$ cat src/rtl/rvl_pkg.sv
// rvl_pkg: shared types and constants of the recent value lru list
// depends on nothing; imported by the interfaces and all rtl modules
`default_nettype none

package rvl_pkg;

   // fixed field widths of the items
   localparam int VALUE_W   = 6;
   localparam int SLOT_W    = 4;
   localparam int RECENCY_W = 4;

   // sequencer states
   typedef enum logic {
      SEQ_IDLE,
      SEQ_EMIT
   } rvl_state_type;

   // handshake and step control from the sequencer
   typedef struct packed {
      logic req_ready;
      logic rsp_valid;
      logic update;
      logic rotate;
      logic last;
   } rvl_flow_type;

   // command broadcast to every cell of the row
   typedef struct packed {
      logic               update;
      logic               rotate;
      logic               miss;
      logic               remove_low;
      logic [VALUE_W-1:0] value;
   } rvl_ctrl_type;

endpackage

`default_nettype wire

$ cat src/rtl/rvl_req_if.sv
// rvl_req_if: request channel carrying one value per item
// depends on rvl_pkg
`default_nettype none

interface rvl_req_if import rvl_pkg::*; ();
   logic               valid;
   logic               ready;
   logic [VALUE_W-1:0] value;

   modport source (output valid, output value, input ready);
   modport sink   (input valid, input value, output ready);
endinterface

`default_nettype wire

$ cat src/rtl/rvl_rsp_if.sv
// rvl_rsp_if: response channel carrying one list entry per item
// depends on rvl_pkg
`default_nettype none

interface rvl_rsp_if import rvl_pkg::*; ();
   logic                 valid;
   logic                 ready;
   logic [SLOT_W-1:0]    slot;
   logic [VALUE_W-1:0]   entry_value;
   logic [RECENCY_W-1:0] recency;
   logic                 last;

   modport source (output valid, output slot, output entry_value, output recency,
                   output last, input ready);
   modport sink   (input valid, input slot, input entry_value, input recency,
                   input last, output ready);
endinterface

`default_nettype wire

$ cat src/rtl/rvl_cell.sv
// rvl_cell: one list position holding a value and its lru rank
// depends on rvl_pkg; instantiated in a row by recent_value_lru_list_top
`default_nettype none

module rvl_cell import rvl_pkg::*; #(
   parameter int                  RANK_W      = 4,
   parameter logic [VALUE_W-1:0]  RESET_VALUE = '0,
   parameter logic [RANK_W-1:0]   RESET_RANK  = '0,
   parameter logic [RANK_W-1:0]   OLDEST_RANK = '1
) (
   input  wire logic               clock,
   input  wire logic               reset,
   input  wire rvl_ctrl_type       ctrl,
   input  wire logic [VALUE_W-1:0] removed_value,
   input  wire logic [RANK_W-1:0]  hit_rank,
   input  wire logic [VALUE_W-1:0] prev_value,
   input  wire logic [RANK_W-1:0]  prev_rank,
   input  wire logic               prev_below,
   input  wire logic [VALUE_W-1:0] next_value,
   input  wire logic [RANK_W-1:0]  next_rank,
   input  wire logic               next_below,
   output logic [VALUE_W-1:0]      value,
   output logic [RANK_W-1:0]       rank,
   output logic                    below,
   output logic                    match,
   output logic                    oldest
);

   logic [VALUE_W-1:0] value_ff, value_in;
   logic [RANK_W-1:0]  rank_ff, rank_in;
   logic               at_or_above_removed;

   // local compares against the broadcast value
   assign below               = value_ff < ctrl.value;
   assign match               = value_ff == ctrl.value;
   assign oldest              = rank_ff == OLDEST_RANK;
   assign at_or_above_removed = value_ff >= removed_value;

   // next contents from own state, neighbors or the new value
   always_comb begin
      value_in = value_ff;
      rank_in  = rank_ff;
      if (ctrl.rotate) begin
         value_in = next_value;
         rank_in  = next_rank;
      end else if (ctrl.update) begin
         if (!ctrl.miss) begin
            // hit: move to front, younger entries age by one
            if (match) begin
               rank_in = '0;
            end else if (rank_ff < hit_rank) begin
               rank_in = rank_ff + 1'b1;
            end
         end else if (ctrl.remove_low) begin
            // removed entry lies below the insert point: close gap leftward
            if (!at_or_above_removed) begin
               rank_in = rank_ff + 1'b1;
            end else if (next_below) begin
               value_in = next_value;
               rank_in  = next_rank + 1'b1;
            end else if (below) begin
               value_in = ctrl.value;
               rank_in  = '0;
            end else begin
               rank_in = rank_ff + 1'b1;
            end
         end else begin
            // removed entry lies above the insert point: open gap rightward
            if (below) begin
               rank_in = rank_ff + 1'b1;
            end else if (prev_below) begin
               value_in = ctrl.value;
               rank_in  = '0;
            end else if (at_or_above_removed == 1'b0 || value_ff == removed_value) begin
               value_in = prev_value;
               rank_in  = prev_rank + 1'b1;
            end else begin
               rank_in = rank_ff + 1'b1;
            end
         end
      end
   end

   always_ff @(posedge clock) begin
      if (reset) begin
         value_ff <= RESET_VALUE;
         rank_ff  <= RESET_RANK;
      end else begin
         value_ff <= value_in;
         rank_ff  <= rank_in;
      end
   end

   assign value = value_ff;
   assign rank  = rank_ff;

endmodule

`default_nettype wire

$ cat src/rtl/rvl_seq.sv
// rvl_seq: sequencer for update and read-out of the cell row
// depends on rvl_pkg; instantiated by recent_value_lru_list_top
`default_nettype none

module rvl_seq import rvl_pkg::*; #(
   parameter int ENTRIES = 12,
   parameter int IDX_W   = 4
) (
   input  wire logic             clock,
   input  wire logic             reset,
   input  wire logic             req_valid,
   input  wire logic             rsp_ready,
   output rvl_flow_type          flow,
   output logic [IDX_W-1:0]      slot_count
);

   localparam logic [IDX_W-1:0] LAST_SLOT = IDX_W'(ENTRIES - 1);

   rvl_state_type          state_ff, state_in;
   logic [IDX_W-1:0]       count_ff, count_in;
   logic                   last_slot;

   assign last_slot = count_ff == LAST_SLOT;

   // next state
   always_comb begin
      state_in = state_ff;
      case (state_ff)
         SEQ_IDLE: begin
            if (req_valid) state_in = SEQ_EMIT;
         end
         SEQ_EMIT: begin
            if (rsp_ready && last_slot) state_in = SEQ_IDLE;
         end
         default: state_in = SEQ_IDLE;
      endcase
   end

   // outputs
   always_comb begin
      flow = '0;
      case (state_ff)
         SEQ_IDLE: begin
            flow.req_ready = 1'b1;
            flow.update    = req_valid;
         end
         SEQ_EMIT: begin
            flow.rsp_valid = 1'b1;
            flow.rotate    = rsp_ready;
            flow.last      = last_slot;
         end
         default: flow = '0;
      endcase
   end

   // slot counter, advances on each delivered item
   always_comb begin
      count_in = count_ff;
      if (flow.update) begin
         count_in = '0;
      end else if (flow.rotate) begin
         count_in = last_slot ? '0 : count_ff + 1'b1;
      end
   end

   always_ff @(posedge clock) begin
      if (reset) begin
         state_ff <= SEQ_IDLE;
         count_ff <= '0;
      end else begin
         state_ff <= state_in;
         count_ff <= count_in;
      end
   end

   assign slot_count = count_ff;

endmodule

`default_nettype wire

$ cat src/rtl/recent_value_lru_list_top.sv
// Recent value LRU list. Holds ENTRIES distinct 6-bit values sorted by value, each with
// an lru rank (0 newest). A request value that is present moves to rank 0; an absent
// value replaces the oldest entry and is slotted into sorted position by one shift of
// the cell row, in the cycle the request is accepted. The block then sends ENTRIES
// response items in ascending value order, rotating the row one cell per delivered
// item, and takes the next request after the last one. After reset the list holds
// values 1 .. ENTRIES with ranks 0 .. ENTRIES-1; slot and recency are reported in
// their low 4 bits.
// depends on rvl_pkg, rvl_req_if, rvl_rsp_if, rvl_cell, rvl_seq
`default_nettype none

module recent_value_lru_list_top import rvl_pkg::*; #(
   parameter int ENTRIES = 12
) (
   input  wire logic clock,
   input  wire logic reset,
   rvl_req_if.sink   req_ch,
   rvl_rsp_if.source rsp_ch
);

   localparam int IDX_W = $clog2(ENTRIES);
   localparam logic [IDX_W-1:0] OLDEST = IDX_W'(ENTRIES - 1);

   rvl_flow_type        flow;
   rvl_ctrl_type        ctrl;
   logic [IDX_W-1:0]    slot_count;
   logic [VALUE_W-1:0]  cell_value [ENTRIES];
   logic [IDX_W-1:0]    cell_rank  [ENTRIES];
   logic                cell_below [ENTRIES];
   logic [ENTRIES-1:0]  cell_match;
   logic [ENTRIES-1:0]  cell_oldest;
   logic [VALUE_W-1:0]  removed_value;
   logic [IDX_W-1:0]    hit_rank;
   logic [7:0]          slot_wide;
   logic [7:0]          recency_wide;

   rvl_seq #(
      .ENTRIES (ENTRIES),
      .IDX_W   (IDX_W)
   ) u_seq (
      .clock      (clock),
      .reset      (reset),
      .req_valid  (req_ch.valid),
      .rsp_ready  (rsp_ch.ready),
      .flow       (flow),
      .slot_count (slot_count)
   );

   // pick the oldest value and the hit rank from the one-hot cell flags
   always_comb begin
      removed_value = '0;
      hit_rank      = '0;
      for (int i = 0; i < ENTRIES; i++) begin
         removed_value = removed_value | (cell_value[i] & {VALUE_W{cell_oldest[i]}});
         hit_rank      = hit_rank | (cell_rank[i] & {IDX_W{cell_match[i]}});
      end
   end

   // command broadcast to the row
   always_comb begin
      ctrl.update     = flow.update;
      ctrl.rotate     = flow.rotate;
      ctrl.miss       = ~|cell_match;
      ctrl.remove_low = removed_value < req_ch.value;
      ctrl.value      = req_ch.value;
   end

   // row of cells, cell 0 holds the lowest value
   for (genvar i = 0; i < ENTRIES; i++) begin : g_cell
      localparam int PREV = (i == 0) ? 0 : i - 1;
      localparam int NEXT = (i == ENTRIES - 1) ? 0 : i + 1;

      rvl_cell #(
         .RANK_W      (IDX_W),
         .RESET_VALUE (VALUE_W'(i + 1)),
         .RESET_RANK  (IDX_W'(i)),
         .OLDEST_RANK (OLDEST)
      ) u_cell (
         .clock         (clock),
         .reset         (reset),
         .ctrl          (ctrl),
         .removed_value (removed_value),
         .hit_rank      (hit_rank),
         .prev_value    (cell_value[PREV]),
         .prev_rank     (cell_rank[PREV]),
         .prev_below    ((i == 0) ? 1'b1 : cell_below[PREV]),
         .next_value    (cell_value[NEXT]),
         .next_rank     (cell_rank[NEXT]),
         .next_below    ((i == ENTRIES - 1) ? 1'b0 : cell_below[NEXT]),
         .value         (cell_value[i]),
         .rank          (cell_rank[i]),
         .below         (cell_below[i]),
         .match         (cell_match[i]),
         .oldest        (cell_oldest[i])
      );
   end

   // ports: cell 0 is the item on offer
   assign slot_wide    = 8'(slot_count);
   assign recency_wide = 8'(cell_rank[0]);

   assign req_ch.ready       = flow.req_ready;
   assign rsp_ch.valid       = flow.rsp_valid;
   assign rsp_ch.slot        = slot_wide[SLOT_W-1:0];
   assign rsp_ch.entry_value = cell_value[0];
   assign rsp_ch.recency     = recency_wide[RECENCY_W-1:0];
   assign rsp_ch.last        = flow.last;

endmodule

`default_nettype wire

$ cat src/flat_wrapper.sv
// flat-port wrapper written by rule: the top's interface ports become plain ports
module recent_value_lru_list_top_flat import rvl_pkg::*;
#(
   parameter int ENTRIES = 12
)
  (clock, reset, req_ch_valid, req_ch_value, req_ch_ready, rsp_ch_valid, rsp_ch_slot, rsp_ch_entry_value, rsp_ch_recency, rsp_ch_last, rsp_ch_ready);
  rvl_req_if req_ch_i ();
  rvl_rsp_if rsp_ch_i ();
  input  wire logic clock;
  input  wire logic reset;
  input wire logic [$bits(req_ch_i.valid)-1:0] req_ch_valid;
  input wire logic [$bits(req_ch_i.value)-1:0] req_ch_value;
  output wire logic [$bits(req_ch_i.ready)-1:0] req_ch_ready;
  output wire logic [$bits(rsp_ch_i.valid)-1:0] rsp_ch_valid;
  output wire logic [$bits(rsp_ch_i.slot)-1:0] rsp_ch_slot;
  output wire logic [$bits(rsp_ch_i.entry_value)-1:0] rsp_ch_entry_value;
  output wire logic [$bits(rsp_ch_i.recency)-1:0] rsp_ch_recency;
  output wire logic [$bits(rsp_ch_i.last)-1:0] rsp_ch_last;
  input wire logic [$bits(rsp_ch_i.ready)-1:0] rsp_ch_ready;
  assign req_ch_i.valid = req_ch_valid;
  assign req_ch_i.value = req_ch_value;
  assign req_ch_ready = req_ch_i.ready;
  assign rsp_ch_valid = rsp_ch_i.valid;
  assign rsp_ch_slot = rsp_ch_i.slot;
  assign rsp_ch_entry_value = rsp_ch_i.entry_value;
  assign rsp_ch_recency = rsp_ch_i.recency;
  assign rsp_ch_last = rsp_ch_i.last;
  assign rsp_ch_i.ready = rsp_ch_ready;
  recent_value_lru_list_top #(.ENTRIES(ENTRIES)) u_core (.clock(clock), .reset(reset), .req_ch(req_ch_i), .rsp_ch(rsp_ch_i));
endmodule
$ cat config.mk
export PLATFORM = sky130hd
export DESIGN_NAME = recent_value_lru_list_top_flat
export DESIGN_NICKNAME = d
export VERILOG_FILES = /design/src/rtl/rvl_pkg.sv /design/src/rtl/rvl_req_if.sv /design/src/rtl/rvl_rsp_if.sv /design/src/rtl/rvl_cell.sv /design/src/rtl/rvl_seq.sv /design/src/rtl/recent_value_lru_list_top.sv /design/src/flat_wrapper.sv
export SDC_FILE = /design/constraint.sdc
export NUM_CORES = 1
export LEC_CHECK = 0
export BUFFER_PORTS_ARGS = -buffer_cell sky130_fd_sc_hd__buf_2
export CORE_MARGIN = 1.5
export CORE_UTILIZATION = 50
export DETAILED_ROUTE_END_ITERATION = 8
export PLACE_DENSITY = 0.67
export SLEW_MARGIN = 10
export SYNTH_ARGS = -nofsm -noshare
export SYNTH_HDL_FRONTEND = slang
export SYNTH_HIERARCHICAL = 1
export SYNTH_SLANG_ARGS = --single-unit
$ cat constraint.sdc
create_clock -name clock -period 6.1 [get_ports clock]
set_clock_uncertainty 0.1 [all_clocks]
set_input_delay 0.305 -clock clock [delete_from_list [all_inputs] [get_ports clock]]
set_output_delay 0.305 -clock clock [all_outputs]
set_load 0.02 [all_outputs]
==> impl_metrics.toml <==
[run_status]
status = "completed"

[logic_synthesis]
async_flop_share = 0
synth_edf_count = 0
synthCells = 2615
syn_area_mm2 = 0.01973
synth_top_area_cell = "ha_1"
synth-seq-cells = 125
synth_top_flop_cell = "dfxtp_1"
yosysWarnings = 6
synthDominantCellAreaShare = 0.1408
ys_seq_area_frac = 0.1268
synth_area_per_cell_um2 = 7.545
syn_nets = 2847
ys_types = 141
synth_area_leaders = "ha_1 (14%), dfxtp_1 (13%), inv_1 (5.5%)"

[finish]
fin_area_mm2 = 0.02132
mostFrequentLayoutCell = "inv_1"
fin_nets = 2863
final_cell_mix = "inv_1 (287), ha_1 (222), a21oi_1 (198)"
drive_gt1_frac = 0.1109
area_growth_pct = 8.048

[global_routing]
grt_max_degree = 135
grt_pass1_vias = 20717
grt_util_met1 = 0.4735
grt.overflow.total = 0
antenna_found_initial = 1
grt_pass1_wl_mm = 118.4
grt-busiest-layer = "met2"
use_met2 = 0.5709
use_met3 = 0.08811
grt_use_total = 0.3709

[die]
coreArea_mm2 = 0.03883
io_pins = 27
start_util = 0.5081
die-area_mm2 = 0.04066
fp-row-count = 72
fp.dieW_um = 201.6
die_y_um = 201.6

[detailed_routing]
vias = 22070
drt_wl_total_mm = 77.13
viasPerCell = 6.980
dr.pass1.iters = 6
drc = 0
routedWlPerCell_um = 24.39
drtIter0Drc = 2745
antenna_left = 0

[placement]
place_congestion = 0.9877
hpwl_mm = 53.51
io_buffer_count = 26
dpl-instance-area_mm2 = 0.02070

[sta]
rsz0062_at_grt = "no"
clock.fmax_ghz = 0.1966
hold_violations = 0
finalCritPeriodShare = 0.8338
drv_slew = 0
setup-tns-final_ns = 0
worst_slew_pin_slew_ns = 1.072
setup_violations = 0
min_period_ns = 5.086
slew_headroom = 0.2836

[power]
p_per_area_mw_per_mm2 = 659.9
power_leakage_nw = 8.980
peakVddDrop_uv = 268.0

[cts]
cts.repair.resized = 0
clock_latency_ns = 0.50
htree_levels = 4
cts_tree = "yes"
clkTransAtPathRegs_ns = 0.07
cts_made_buffers = 17
cts.sinks = 125
clockBufferDepth = 2
clock-root-buffer = "clkbuf_16"

[worst_setup_path]
critical_path_peak_fanout = 16
crit_path_end_kind = "flip-flop"
critPathKind = "reg -> reg"
rr_worst_depth = 14
start_kind = "flip-flop"
crit_arrival_ns = 5.37
cp.required_ns = 6.39

[hold_path]
hp-class = "in -> reg"
hold_depth = 3

[flow_run]
maxCapViolCount = 0
cell type report:
class                   instances  area, µm²
diodes                          1      2.502
clock buffers                  18      439.2
clock inverters                13      167.7
fillers                      3614      17510
inverters                     299       1137
multi-input cells            2085      15630
flip-flops and latches        125       2502
well taps                     518      648.1
repair buffers                103      788.3
synthesized netlist by cell type, types with 47 or more instances:
library cell,number
inv_1,288
ha_1,222
a21oi_1,198
nor2_1,170
nand2_1,160
dfxtp_1,125
o21ai_0,108
nand3_1,91
mux2i_1,77
clkbuf_1,76
nor3_1,61
nand2b_1,49
a221oi_1,47
repair_timing:
action	in CTS	in global routing
setup buffers	0	0
hold buffers	1	0
endpoints found under the hold margin	1	0
cells by family after synthesis:
| group | count (synthesis) | synth area share |
|---|---|---|
| buffers and inverters | 405 | 0.08130 |
| DFF | 125 | 0.1268 |
| adders and majority gates | 222 | 0.1408 |
| xor gates and xnor gates | 74 | 0.03285 |
| muxes | 86 | 0.04420 |
| other | 2 | 0.0003807 |
| AOI/OAI and AO/OA | 935 | 0.3642 |
| and+or+nand+nor | 766 | 0.2095 |
worst max-delay path, cell delays in order (launching register included):
cell	delay, ns
dfxtp_1	0.59
ha_1	0.29
inv_1	0.07
nor3b_1	0.85
a221oi_1	0.20
nand3_1	0.17
ha_1	0.25
a21oi_1	0.14
o21a_1	0.15
nand3b_1	0.12
o21ai_4	0.59
clkinv_1	0.50
o2111a_1	0.28
or2_1	0.36
o31a_1	0.29
per-layer routing:
metal | part of all wire | up-vias
met5 | 0 | -
met1 | 0.41 | 10464
met2 | 0.43 | 1372
met4 | 0.054 | 0
met3 | 0.11 | 270
li1 | - | 9964
worst paths after layout:
kind / start / end / slack [ns]
worst min-delay path: rsp_ch_ready / u_core/u_seq/slot_count[1]$_SDFFE_PP0P_ / 0.03
worst max register to register: u_core/g_cell[9].u_cell/rank[1]$_SDFFE_PP0P_ / u_core/g_cell[2].u_cell/value[1]$_SDFFE_PP1P_ / 1.01
worst max-delay path: u_core/g_cell[9].u_cell/rank[1]$_SDFFE_PP0P_ / u_core/g_cell[2].u_cell/value[1]$_SDFFE_PP1P_ / 1.01
worst min register to register: u_core/u_seq/slot_count[1]$_SDFFE_PP0P_ / u_core/u_seq/slot_count[1]$_SDFFE_PP0P_ / 0.40
report_power, final:
| group | leakage, nW | total [mW] | internal, mW | switching [mW] |
|---|---|---|---|---|
| Sequential | 1.03 | 1.77 | 1.10 | 0.669 |
| Clock | 0.281 | 1.13 | 0.650 | 0.477 |
| Combinational | 7.67 | 11.2 | 4.20 | 6.96 |
registers in the layout, summed over array words and instances (netlist names):
register / cells
u_core/g_cell.u_cell/rank: 48
u_core/u_seq/state_ff: 1
u_core/g_cell.u_cell/value: 72
u_core/u_seq/slot_count: 4
through the flow:
stage	utilization	instances	setup WS (ns)	hold slack [ns]	power (mW)
3_3_place_gp	0.5331	3129	1.267	0.3840	12.22
2_1_floorplan	-	2615	1.178	0.2774	9.503
4_1_cts	0.5489	3161	1.237	0.008044	13.67
3_5_place_dp	0.5331	3129	1.223	0.3976	12.50
6_report	0.5490	3162	1.014	0.02622	14.07
5_1_grt	0.5489	3161	0.8050	0.01245	14.99
(Power assumes the default switching activity.)
